===== src/design/vigenere_byte_cipher_triangular_offset_core_assert.svh =====
// Assertion macros for the cipher core.
// Each check is sampled on the rising clock edge and is held off during reset.
`ifndef VIGENERE_BYTE_CIPHER_TRIANGULAR_OFFSET_CORE_ASSERT_SVH
`define VIGENERE_BYTE_CIPHER_TRIANGULAR_OFFSET_CORE_ASSERT_SVH

`ifndef SYNTHESIS

// Same-cycle implication.
`define VBC_ASSERT_IMP(lbl, clk, rst_n, ante, cons, msg) \
	lbl: assert property (@(posedge clk) disable iff (!rst_n) (ante) |-> (cons)) \
		else $error(msg);

// Next-cycle implication.
`define VBC_ASSERT_NXT(lbl, clk, rst_n, ante, cons, msg) \
	lbl: assert property (@(posedge clk) disable iff (!rst_n) (ante) |=> (cons)) \
		else $error(msg);

`else

`define VBC_ASSERT_IMP(lbl, clk, rst_n, ante, cons, msg)
`define VBC_ASSERT_NXT(lbl, clk, rst_n, ante, cons, msg)

`endif

`endif


===== src/design/vbc_pkg.sv =====
package vbc_pkg;

	localparam int KEY_BYTES  = 32;
	localparam int KEY_WORDS  = KEY_BYTES / 8;
	localparam int KIDX_W     = $clog2(KEY_BYTES);
	localparam int LEN_W      = KIDX_W + 1;
	localparam int CFG_IDX_W  = 3;
	localparam int CFG_DATA_W = 64;
	localparam int KEYLEN_W   = 6;

	typedef enum logic [CFG_IDX_W-1:0] {
		CFG_KEY_WORD_0   = 3'd0,
		CFG_KEY_WORD_1   = 3'd1,
		CFG_KEY_WORD_2   = 3'd2,
		CFG_KEY_WORD_3   = 3'd3,
		CFG_KEY_LENGTH   = 3'd4,
		CFG_ENCRYPT_MODE = 3'd5
	} cfg_idx_t;

	// Settings seen by the datapath.
	typedef struct packed {
		logic [KEY_BYTES-1:0][7:0] key;
		logic [LEN_W-1:0]          len;     // effective cycle length, 1..KEY_BYTES
		logic                      encrypt;
	} cfg_t;

endpackage


===== src/design/vbc_in_if.sv =====
interface vbc_in_if;
	logic       valid;
	logic       ready;
	logic [7:0] data_byte;
	logic       restart;

	modport source (output valid, output data_byte, output restart, input ready);
	modport sink   (input valid, input data_byte, input restart, output ready);
endinterface


===== src/design/vbc_out_if.sv =====
interface vbc_out_if;
	logic       valid;
	logic       ready;
	logic [7:0] result_byte;

	modport source (output valid, output result_byte, input ready);
	modport sink   (input valid, input result_byte, output ready);
endinterface


===== src/design/vbc_cfg_regs.sv =====
module vbc_cfg_regs (
	input  logic                             clk,
	input  logic                             arst_n,
	input  logic                             cfg_we,
	input  logic [vbc_pkg::CFG_IDX_W-1:0]    cfg_index,
	input  logic [vbc_pkg::CFG_DATA_W-1:0]   cfg_data,
	output vbc_pkg::cfg_t                    cfg
);

	logic [vbc_pkg::KEY_WORDS-1:0][vbc_pkg::CFG_DATA_W-1:0] key_q;
	logic [vbc_pkg::KEYLEN_W-1:0]                           key_length_q;
	logic                                                   encrypt_mode_q;

	always_ff @(posedge clk or negedge arst_n) begin
		if (!arst_n) begin
			key_q          <= '0;
			key_length_q   <= vbc_pkg::KEYLEN_W'(1);
			encrypt_mode_q <= 1'b1;
		end else if (cfg_we) begin
			case (vbc_pkg::cfg_idx_t'(cfg_index))
				vbc_pkg::CFG_KEY_WORD_0:   key_q[0] <= cfg_data;
				vbc_pkg::CFG_KEY_WORD_1:   key_q[1] <= cfg_data;
				vbc_pkg::CFG_KEY_WORD_2:   key_q[2] <= cfg_data;
				vbc_pkg::CFG_KEY_WORD_3:   key_q[3] <= cfg_data;
				vbc_pkg::CFG_KEY_LENGTH:   key_length_q <= cfg_data[vbc_pkg::KEYLEN_W-1:0];
				vbc_pkg::CFG_ENCRYPT_MODE: encrypt_mode_q <= cfg_data[0];
				default: ;
			endcase
		end
	end

	// Length zero acts as one, anything past the key store saturates.
	always_comb begin
		cfg.key     = key_q;
		cfg.encrypt = encrypt_mode_q;
		if (key_length_q == '0)
			cfg.len = vbc_pkg::LEN_W'(1);
		else if (32'(key_length_q) > vbc_pkg::KEY_BYTES)
			cfg.len = vbc_pkg::LEN_W'(vbc_pkg::KEY_BYTES);
		else
			cfg.len = vbc_pkg::LEN_W'(key_length_q);
	end

endmodule


===== src/design/vbc_datapath.sv =====
`include "vigenere_byte_cipher_triangular_offset_core_assert.svh"

module vbc_datapath (
	input  logic          clk,
	input  logic          arst_n,
	input  vbc_pkg::cfg_t cfg,
	vbc_in_if.sink        din,
	vbc_out_if.source     dout
);

	logic [7:0]                  pos_q;
	logic [7:0]                  tri_q;
	logic [vbc_pkg::KIDX_W-1:0]  ki_q;
	logic                        out_valid_q;
	logic [7:0]                  result_q;

	logic                        acc;
	logic [7:0]                  pos_base, tri_base, n, tri_nxt, off, kb, res;
	logic [vbc_pkg::KIDX_W-1:0]  ki_base, ki_cur, ki_nxt;
	logic [vbc_pkg::LEN_W-1:0]   ki_inc;

	// Output register frees as soon as the sink takes it.
	assign din.ready = !out_valid_q || dout.ready;
	assign acc       = din.valid && din.ready;

	always_comb begin
		pos_base = din.restart ? 8'd0 : pos_q;
		tri_base = din.restart ? 8'd0 : tri_q;
		ki_base  = din.restart ? '0 : ki_q;

		n       = pos_base + 8'd1;
		tri_nxt = tri_base + n;
		off     = n[0] ? tri_nxt : 8'(8'd0 - tri_nxt);

		// index past a shrunk length restarts the key cycle
		ki_cur = ({1'b0, ki_base} >= cfg.len) ? '0 : ki_base;
		kb     = cfg.key[ki_cur];
		ki_inc = {1'b0, ki_cur} + vbc_pkg::LEN_W'(1);
		ki_nxt = (ki_inc >= cfg.len) ? '0 : ki_inc[vbc_pkg::KIDX_W-1:0];

		res = cfg.encrypt ? 8'(din.data_byte + kb + off) : 8'(din.data_byte - kb - off);
	end

	always_ff @(posedge clk or negedge arst_n) begin
		if (!arst_n) begin
			pos_q       <= '0;
			tri_q       <= '0;
			ki_q        <= '0;
			out_valid_q <= 1'b0;
		end else begin
			if (acc) begin
				pos_q <= n;
				tri_q <= tri_nxt;
				ki_q  <= ki_nxt;
			end
			if (acc)
				out_valid_q <= 1'b1;
			else if (dout.ready)
				out_valid_q <= 1'b0;
		end
	end

	always_ff @(posedge clk) begin
		if (acc)
			result_q <= res;
	end

	assign dout.valid       = out_valid_q;
	assign dout.result_byte = result_q;

	`VBC_ASSERT_NXT(a_acc_gives_out, clk, arst_n, acc, out_valid_q, "accepted byte not presented")
	`VBC_ASSERT_IMP(a_empty_ready, clk, arst_n, !out_valid_q, din.ready, "empty stage not ready")
	`VBC_ASSERT_NXT(a_restart_pos, clk, arst_n, acc && din.restart, pos_q == 8'd1, "restart position")
	`VBC_ASSERT_NXT(a_tri_step, clk, arst_n, acc && !din.restart,
		tri_q == 8'($past(tri_q) + $past(pos_q) + 8'd1), "triangle sum step")

endmodule


===== src/design/vigenere_byte_cipher_triangular_offset_core.sv =====
// Byte stream cipher: extended Vigenere over 256 values with an alternating
// triangular offset. Byte n of a message (from 1) becomes
// data + key[k] + T(n) mod 256 in encrypt mode, data - key[k] - T(n) in
// decrypt mode, with T(n) = n(n+1)/2 negated on even n; the key cycles over
// the configured length.
// Channels: din carries data_byte and restart (restart marks byte 1 of a new
// message); dout carries result_byte. A transaction happens on a clock edge
// with valid and ready both high. The cfg port writes key words, key length
// and mode; write only while no transaction is in flight.
// The result is registered and appears on dout in the cycle after its input transaction.
// Throughput: one byte per cycle while dout is ready, limited by the single
// output register; the position, triangle sum and key index update in that same cycle.
// Reset (arst_n low, async): key cleared, key length 1, encrypt mode, message
// state at "before position 1", output register empty.
// Stall: while dout is held with ready low, din.ready drops and the pending
// result stays put; a new byte is taken in the cycle the old result leaves.
module vigenere_byte_cipher_triangular_offset_core (
	input  logic                            clk,
	input  logic                            arst_n,
	input  logic                            cfg_we,
	input  logic [vbc_pkg::CFG_IDX_W-1:0]   cfg_index,
	input  logic [vbc_pkg::CFG_DATA_W-1:0]  cfg_data,
	vbc_in_if.sink                          din,
	vbc_out_if.source                       dout
);

	// Current key, effective length and mode.
	vbc_pkg::cfg_t cfg;

	vbc_cfg_regs u_cfg (
		.clk       (clk),
		.arst_n    (arst_n),
		.cfg_we    (cfg_we),
		.cfg_index (cfg_index),
		.cfg_data  (cfg_data),
		.cfg       (cfg)
	);

	// Message state, byte transform and output register.
	vbc_datapath u_dp (
		.clk    (clk),
		.arst_n (arst_n),
		.cfg    (cfg),
		.din    (din),
		.dout   (dout)
	);

endmodule

===== src/flat_wrapper.sv =====
// flat-port wrapper written by rule: the top's interface ports become plain ports
module vigenere_byte_cipher_triangular_offset_core_flat 
  (clk, arst_n, cfg_we, cfg_index, cfg_data, din_valid, din_data_byte, din_restart, din_ready, dout_valid, dout_result_byte, dout_ready);
  vbc_in_if din_i ();
  vbc_out_if dout_i ();
  input  logic clk;
  input  logic arst_n;
  input  logic cfg_we;
  input  logic [vbc_pkg::CFG_IDX_W-1:0] cfg_index;
  input  logic [vbc_pkg::CFG_DATA_W-1:0] cfg_data;
  input wire logic [$bits(din_i.valid)-1:0] din_valid;
  input wire logic [$bits(din_i.data_byte)-1:0] din_data_byte;
  input wire logic [$bits(din_i.restart)-1:0] din_restart;
  output wire logic [$bits(din_i.ready)-1:0] din_ready;
  output wire logic [$bits(dout_i.valid)-1:0] dout_valid;
  output wire logic [$bits(dout_i.result_byte)-1:0] dout_result_byte;
  input wire logic [$bits(dout_i.ready)-1:0] dout_ready;
  assign din_i.valid = din_valid;
  assign din_i.data_byte = din_data_byte;
  assign din_i.restart = din_restart;
  assign din_ready = din_i.ready;
  assign dout_valid = dout_i.valid;
  assign dout_result_byte = dout_i.result_byte;
  assign dout_i.ready = dout_ready;
  vigenere_byte_cipher_triangular_offset_core u_core (.clk(clk), .arst_n(arst_n), .cfg_we(cfg_we), .cfg_index(cfg_index), .cfg_data(cfg_data), .din(din_i), .dout(dout_i));
endmodule

===== config.mk =====
export PLATFORM = sky130hd
export DESIGN_NAME = vigenere_byte_cipher_triangular_offset_core_flat
export DESIGN_NICKNAME = d
export VERILOG_FILES = /design/src/design/vbc_pkg.sv /design/src/design/vbc_in_if.sv /design/src/design/vbc_out_if.sv /design/src/design/vbc_cfg_regs.sv /design/src/design/vbc_datapath.sv /design/src/design/vigenere_byte_cipher_triangular_offset_core.sv /design/src/flat_wrapper.sv
export VERILOG_INCLUDE_DIRS = /design/src /design/src/design
export SDC_FILE = /design/constraint.sdc
export NUM_CORES = 1
export LEC_CHECK = 0
export ABC_AREA = 0
export BUFFER_PORTS_ARGS = -buffer_cell sky130_fd_sc_hd__buf_2
export CORE_UTILIZATION = 55
export CTS_CLUSTER_DIAMETER = 30
export DETAILED_ROUTE_END_ITERATION = 6
export PLACE_DENSITY = 0.73
export SYNTH_ARGS = -nofsm -noshare
export SYNTH_HDL_FRONTEND = slang
export SYNTH_HIERARCHICAL = 1
export SYNTH_SLANG_ARGS = --single-unit

===== constraint.sdc =====
create_clock -name clk -period 6.56 [get_ports clk]
set_input_delay 0.328 -clock clk [delete_from_list [all_inputs] [get_ports clk]]
set_output_delay 0.328 -clock clk [all_outputs]
set_load 0.05 [all_outputs]

* After elaboration in Yosys (flattened, before gate mapping)
Index checks and enable logic that the tools add are counted.
** Storage, ports and cells
- Bits in registers :: 293
- Bits in latches :: 0
- RAM bits :: 0
- Memory bits (read-only) :: 0
- Input bits :: 81
- Output and inout bits :: 10
- Word-level logic and storage cells :: 53
- Memories :: 0
** Operators by class
- Add/sub/neg operators :: 8
- Multiply operators :: 0
- Div/mod/pow operators :: 0
- $lt $le $gt $ge :: 4
- Equal/unequal tests :: 5
- Shift operators :: 0
- Muxes and demuxes :: 13
- Bitwise gates (word level) :: 0
- Reduce and logical (&&, ||, !) cells :: 12
** Operators with widths (number)
- binary-select mux 8 bit (select 5 bit) :: 1
- two-way mux 8 bit :: 5
- adder 8 bit :: 3
- subtractor 8 bit :: 2
- two-way mux 5 bit :: 3
- two-way mux 6 bit :: 2
- AND reduction 2 bit :: 6
- adder 8 x 1 -> 8 bit, second input constant :: 1
- subtractor 1 x 8 -> 8 bit, first input constant :: 1
- adder 5 x 1 -> 6 bit, second input constant :: 1
- == test 3 x 2 -> 1 bit, second input constant :: 2
- == test 3 bit, second input constant :: 2
- >= comparator 5 x 6 -> 1 bit :: 1
- >= comparator 6 bit :: 1
- greater-than comparator 6 bit, second input constant :: 1
- zero test 6 bit :: 1
- less-than comparator 5 x 6 -> 1 bit, second input constant :: 1
- == test 3 x 1 -> 1 bit, second input constant :: 1
- zero test 3 bit :: 1
- two-way mux 1 bit :: 2
- nonzero test 2 bit :: 1
- logical AND 1 bit :: 1
- zero test 1 bit :: 1
- logical OR 1 bit :: 1

* Longest topological paths before layout
- Depth after elaboration :: 10
- Depth in mapped cells :: 28
- Mapped depth without buffers :: 23

* Cells and area by module
The synthesis kept the hierarchy.
** Modules (own cells, without submodules)
- vbc_cfg_regs :: times used 1, cells each 570, area each 10717.8 um^2, sequential area each 6583.8 um^2
- vbc_datapath :: times used 1, cells each 714, area each 5582.9 um^2, sequential area each 790.8 um^2

* Least setup slack after synthesis
Ideal clock, no wire load.
- Path type :: input to register
- From :: in din_restart
- To :: reg u_core.u_dp.result_q[7] (netlist: u_core/u_dp/dout.result_byte[7]), data pin
- Library setup time :: 0.268 ns
- Arrival time :: 5.293 ns
- Required time :: 6.292 ns
- Setup slack :: 0.999 ns
- Cell stages on the path :: 26
- Path buffers :: 5
- Path through :: buf_4 -> nor2b_4 -> inv_2 -> buf_6 -> buf_2 -> buf_2 -> ha_1 -> nand2b_1 -> a21oi_2 -> o211ai_2 -> clkbuf_1 -> a221oi_1 -> a22oi_1 -> nand3_1 -> nand3_1 -> fa_1 -> inv_1 -> ha_1 -> fa_1 -> a21o_1 -> a21oi_1 -> o21bai_1 -> a21oi_1 -> xor2_1 -> o211ai_1 -> xnor3_1
** Between the ends
- Longest elaborated chain between the ends :: 8
- Elaborated cells between the ends (all ways) :: 16
- Classes of those cells :: add/sub: 7; order compare: 1; mux: 8
** Ends and longest elaborated chain
- from (decl) :: RTL line flat_wrapper.sv:13 : input wire logic [$bits(din_i.restart)-1:0] din_restart;
- branches (longest 7 deep; another with adder 8 x 1 -> 8 bit)
- two-way mux 8 bit (*) :: RTL line vbc_datapath.sv:41 : res = cfg.encrypt ? 8'(din.data_byte + kb + off) : 8'(din.data_byte - kb - off);
- via u_core.u_dp.res[7] :: RTL line vbc_datapath.sv:18 : logic [7:0] pos_base, tri_base, n, tri_nxt, off, kb, res;
- to (signal assigned) :: RTL line vbc_datapath.sv:65 : result_q <= res;
- to (decl) :: RTL line vbc_datapath.sv:15 : logic [7:0] result_q;
Mark *: on every way through the listed nets, which the timed path passes. The select of a mux whose other input is x is not followed.
A chain may end at the register's enable or synchronous reset.

==> qor.yml <==
outcome:
  outcome: "finished clean"
floorplanning:
  die_w_um: 174
  die_y_um: 174
  die_area_um2: 30300
  initial_core_util_pct: 56.3
  row_count: 62
  ioPinCount: 91
  core_um2: 28900
power_and_ir_drop:
  p_int_mw: 5.73
  powerDensity_nw_per_um2: 438
  irDropWorstVdd_uv: 277
  totalPowerFinal_mw: 8.40
  p_clk_share_pct: 40.6
  swShare_pct: 31.7
  p_leak_nw: 8.86
  pwr-share-comb_pct: 29.6
  power.share.sequential_pct: 29.8
  power_switching_mw: 2.66
synth:
  syn_area_per_cell_um2: 12.7
  synth_enable_flop_cells: 8
  ys_types: 74
  ys_ff_latch: 293
  synth_cells: 1284
  synthArstFlopShare_pct: 97.3
  syn_nets: 1417
  yosys_warnings: 6
  yosysSeqAreaShare_pct: 45.2
  synth_ff_type: "dfrtp_1"
  synthesis.area_um2: 16300
sta:
  finClkSkew_ps: 17.5
  slew_headroom_pct: 23.8
  worst_pin_slew_ps: 1140
  hold_slack_ps: 32.0
  setup_violations: 0
  final-max-slew-violation-count: 0
  min_period_ps: 6190
  fmax_ghz: 0.161
  rsz0062_at_grt: "no"
  fin_tns_setup_ps: 0
  report.final.hold_viol_count: 0
  min_period_over_period_pct: 94.4
drt:
  drtIter0Drc: 729
  drt_first_pass_iters: 6
  postRouteAntennaNets: 0
  routed-via-count: 10800
  routed_via_density: 5.92
  drc: 0
  wl_per_cell_um: 21.9
  finalWirelength_um: 40100
worst_hold_path:
  hold_path.class: "in2reg"
  worstHoldStart: "cfg_data[46]"
  hold-path-cell-count: 2
  min_to: "u_core/u_cfg/cfg[181]$_DFFE_PN0P_"
finish:
  drive_gt1_share_pct: 37.4
  multiInputGateArea_um2: 7980
  nets: 1527
  layout_commonest_cell: "dfrtp_1"
  n_fill_cell: 2079
  regArea_um2: 7370
  syn_to_final_growth_pct: 17.6
  fin_util_pct: 66.2
  mostFrequentLayoutCells: "dfrtp_1 (283), mux2_4 (160), mux2_2 (120)"
worst_setup_path:
  worst_setup_path_start_kind: "register"
  r2r-end: "u_core/u_dp/dout.result_byte[7]$_DFFE_PP_"
  cp_slowest_cell: "fa_1"
  reg2regPathDepth: 20
  r2r-start: "u_core/u_cfg/key_length_q[1]$_DFFE_PN0P_"
  critPathKind: "reg2reg"
  crit_family: "compound AO/OA/AOI/OAI gates"
  critPathCaptureType: "register"
  cp_max_fo: 17
  arrival_ps: 6510
  crit_path_cell_trace: "or4_1 -> a21oi_1 -> ha_1 -> nand2b_1 -> a21oi_2 -> o211ai_2 -> buf_4 -> a221o_1 -> a211oi_1 -> o22ai_1 -> fa_1 -> inv_1 -> ha_1 -> o21ai_0 -> nand2b_1 -> a21oi_1 -> o21ai_0 -> mux2i_1 -> o211ai_1 -> xnor3_1"
  required_ps: 6870
  cpPeakStageDelay_ps: 590
  cp_num_buf_inv: 2
  r2r_slack_ps: 370
placed_design:
  gp_congestion: 0.898
  io_buffers: 90
  place_hpwl_um: 25800
clock_network:
  root_buffer: "clkbuf_16"
  post_cts_buffers: 0
  htreeDepth: 3
  cts_sinks: 293
  clk_pin_slew_ps: 50
  cts_tree: "done"
  clk_path_buf_depth: 3
  worstSkewPairLatency_ps: 570
  numCtsBuffers: 67
flow_run:
  max_cap_viol_count: 0
global_route:
  antenna_found_initial: 3
  grt_pass1_vias: 11800
  grt_max_degree: 171
  gr-usage-all-layers_pct: 27.6
  grt_overflow: 0
  grt_pass1_wl_um: 65200
==> registers in the layout, summed over array words and instances (netlist names) <==
register	count
u_core/u_dp/tri_q	8
u_core/u_dp/pos_q	8
u_core/u_cfg/key_length_q	6
u_core/u_dp/ki_q	5
u_core/u_dp/dout.result_byte	8
u_core/u_cfg/encrypt_mode_q	1
u_core/u_cfg/cfg	256
u_core/u_dp/dout.valid	1
==> power groups by stage <==
stage / sequential [mW] / combinational (mW) / clock (mW)
finish: 2.50 / 2.49 / 3.41
global route: 2.54 / 2.72 / 3.54
CTS: 2.50 / 2.47 / 3.46
detailed placement: 2.51 / 2.45 / 0
global placement: 2.49 / 2.39 / 0
floorplan: 2.52 / 1.83 / 0
==> layout make-up <==
class / instances / share of cell area, %
clock buffer: 85 / 9.62
inverter: 77 / 1.51
sequential: 293 / 38.5
clock inverter: 36 / 2.62
timing repair buffer: 118 / 3.59
tap: 384 / 2.51
antenna: 2 / 0.0261
multi-input combinational: 837 / 41.7
==> metal layers <==
metal  track usage (%)  share of wire [%]
met1              35.9                 43
met3              5.77                5.7
met2              45.0                 48
met5                 0              0.020
met4              11.0                2.9
==> metrics by stage <==
stage,setup slack [ps],cells,instance area [um2]
6_report,365,1832,19200
4_1_cts,485,1830,19200
2_1_floorplan,999,1284,16300
3_5_place_dp,539,1707,16800
5_1_grt,55.3,1830,19200
3_3_place_gp,674,1707,16800
==> how the worst max path moves through the flow <==
stage	slack [ps]	cells past startpoint	startpoint	endpoint
6_report	370	20	u_core/u_cfg/key_length_q[1]$_DFFE_PN0P_	u_core/u_dp/dout.result_byte[7]$_DFFE_PP_
5_1_grt	60	21	u_core/u_cfg/key_length_q[1]$_DFFE_PN0P_	u_core/u_dp/dout.result_byte[7]$_DFFE_PP_
4_1_cts	490	20	u_core/u_cfg/key_length_q[1]$_DFFE_PN0P_	u_core/u_dp/dout.result_byte[7]$_DFFE_PP_
3_5_place_dp	540	20	u_core/u_cfg/key_length_q[1]$_DFFE_PN0P_	u_core/u_dp/dout.result_byte[7]$_DFFE_PP_
3_3_place_gp	670	22	u_core/u_cfg/key_length_q[1]$_DFFE_PN0P_	u_core/u_dp/dout.result_byte[7]$_DFFE_PP_
2_1_floorplan	1000	26	din_restart	u_core/u_dp/dout.result_byte[7]$_DFFE_PP_
==> Yosys cell counts (all sizes together), types with 12 or more instances <==
library cell  instances  share of area (%)
a22oi                13               0.60
a21oi                30                1.0
clkbuf               21               0.48
o22ai                14               0.54
a21o                 24                1.1
nand2                71                1.7
xor2                 12               0.64
nor2                 43               0.99
dfrtp               283                 43
a31oi                16               0.61
o221ai               16               0.86
xnor2                20                1.1
o21ai                38                1.2
nor2b                15               0.62
nor3                 14               0.43
mux2                280                 23
ha                   36                2.8
a221oi               21                1.1
mux2i                27                1.7
fa                   16                2.0
nand3                28               0.89
buf                  56                3.7
inv                  75                1.7
==> cell families (layout without fill, tap and decap cells) <==
kind of cell | after synthesis | in the layout | share of synthesized area (%)
and+or+nand+nor | 205 | 205 | 6.25
muxes | 310 | 310 | 25.1
AOI/OAI and AO/OA | 236 | 236 | 10.8
DFF | 293 | 293 | 45.2
xor gates and xnor gates | 34 | 34 | 2.00
buffers and inverters | 154 | 316 | 5.93
other | 0 | 2 | 0
adders and majority gates | 52 | 52 | 4.73
==> worst reg2reg max path: cells and delay by family (launching register included) <==
family	cells	cell delay [ps]
flip-flops	1	370
XOR/XNOR	1	400
AO/OA/AOI/OAI	10	2760
AND/OR/NAND/NOR	3	780
adder cells (fa/ha/maj)	3	1030
buffers and inverters	2	430
multiplexers	1	150
==> what timing repair did <==
item | in CTS | in global routing
endpoints found under the hold margin | 115 | 0
hold buffers | 2 | 0
gates resized for setup | 0 | 0
Note: power is estimated with default switching activity, not from simulation.
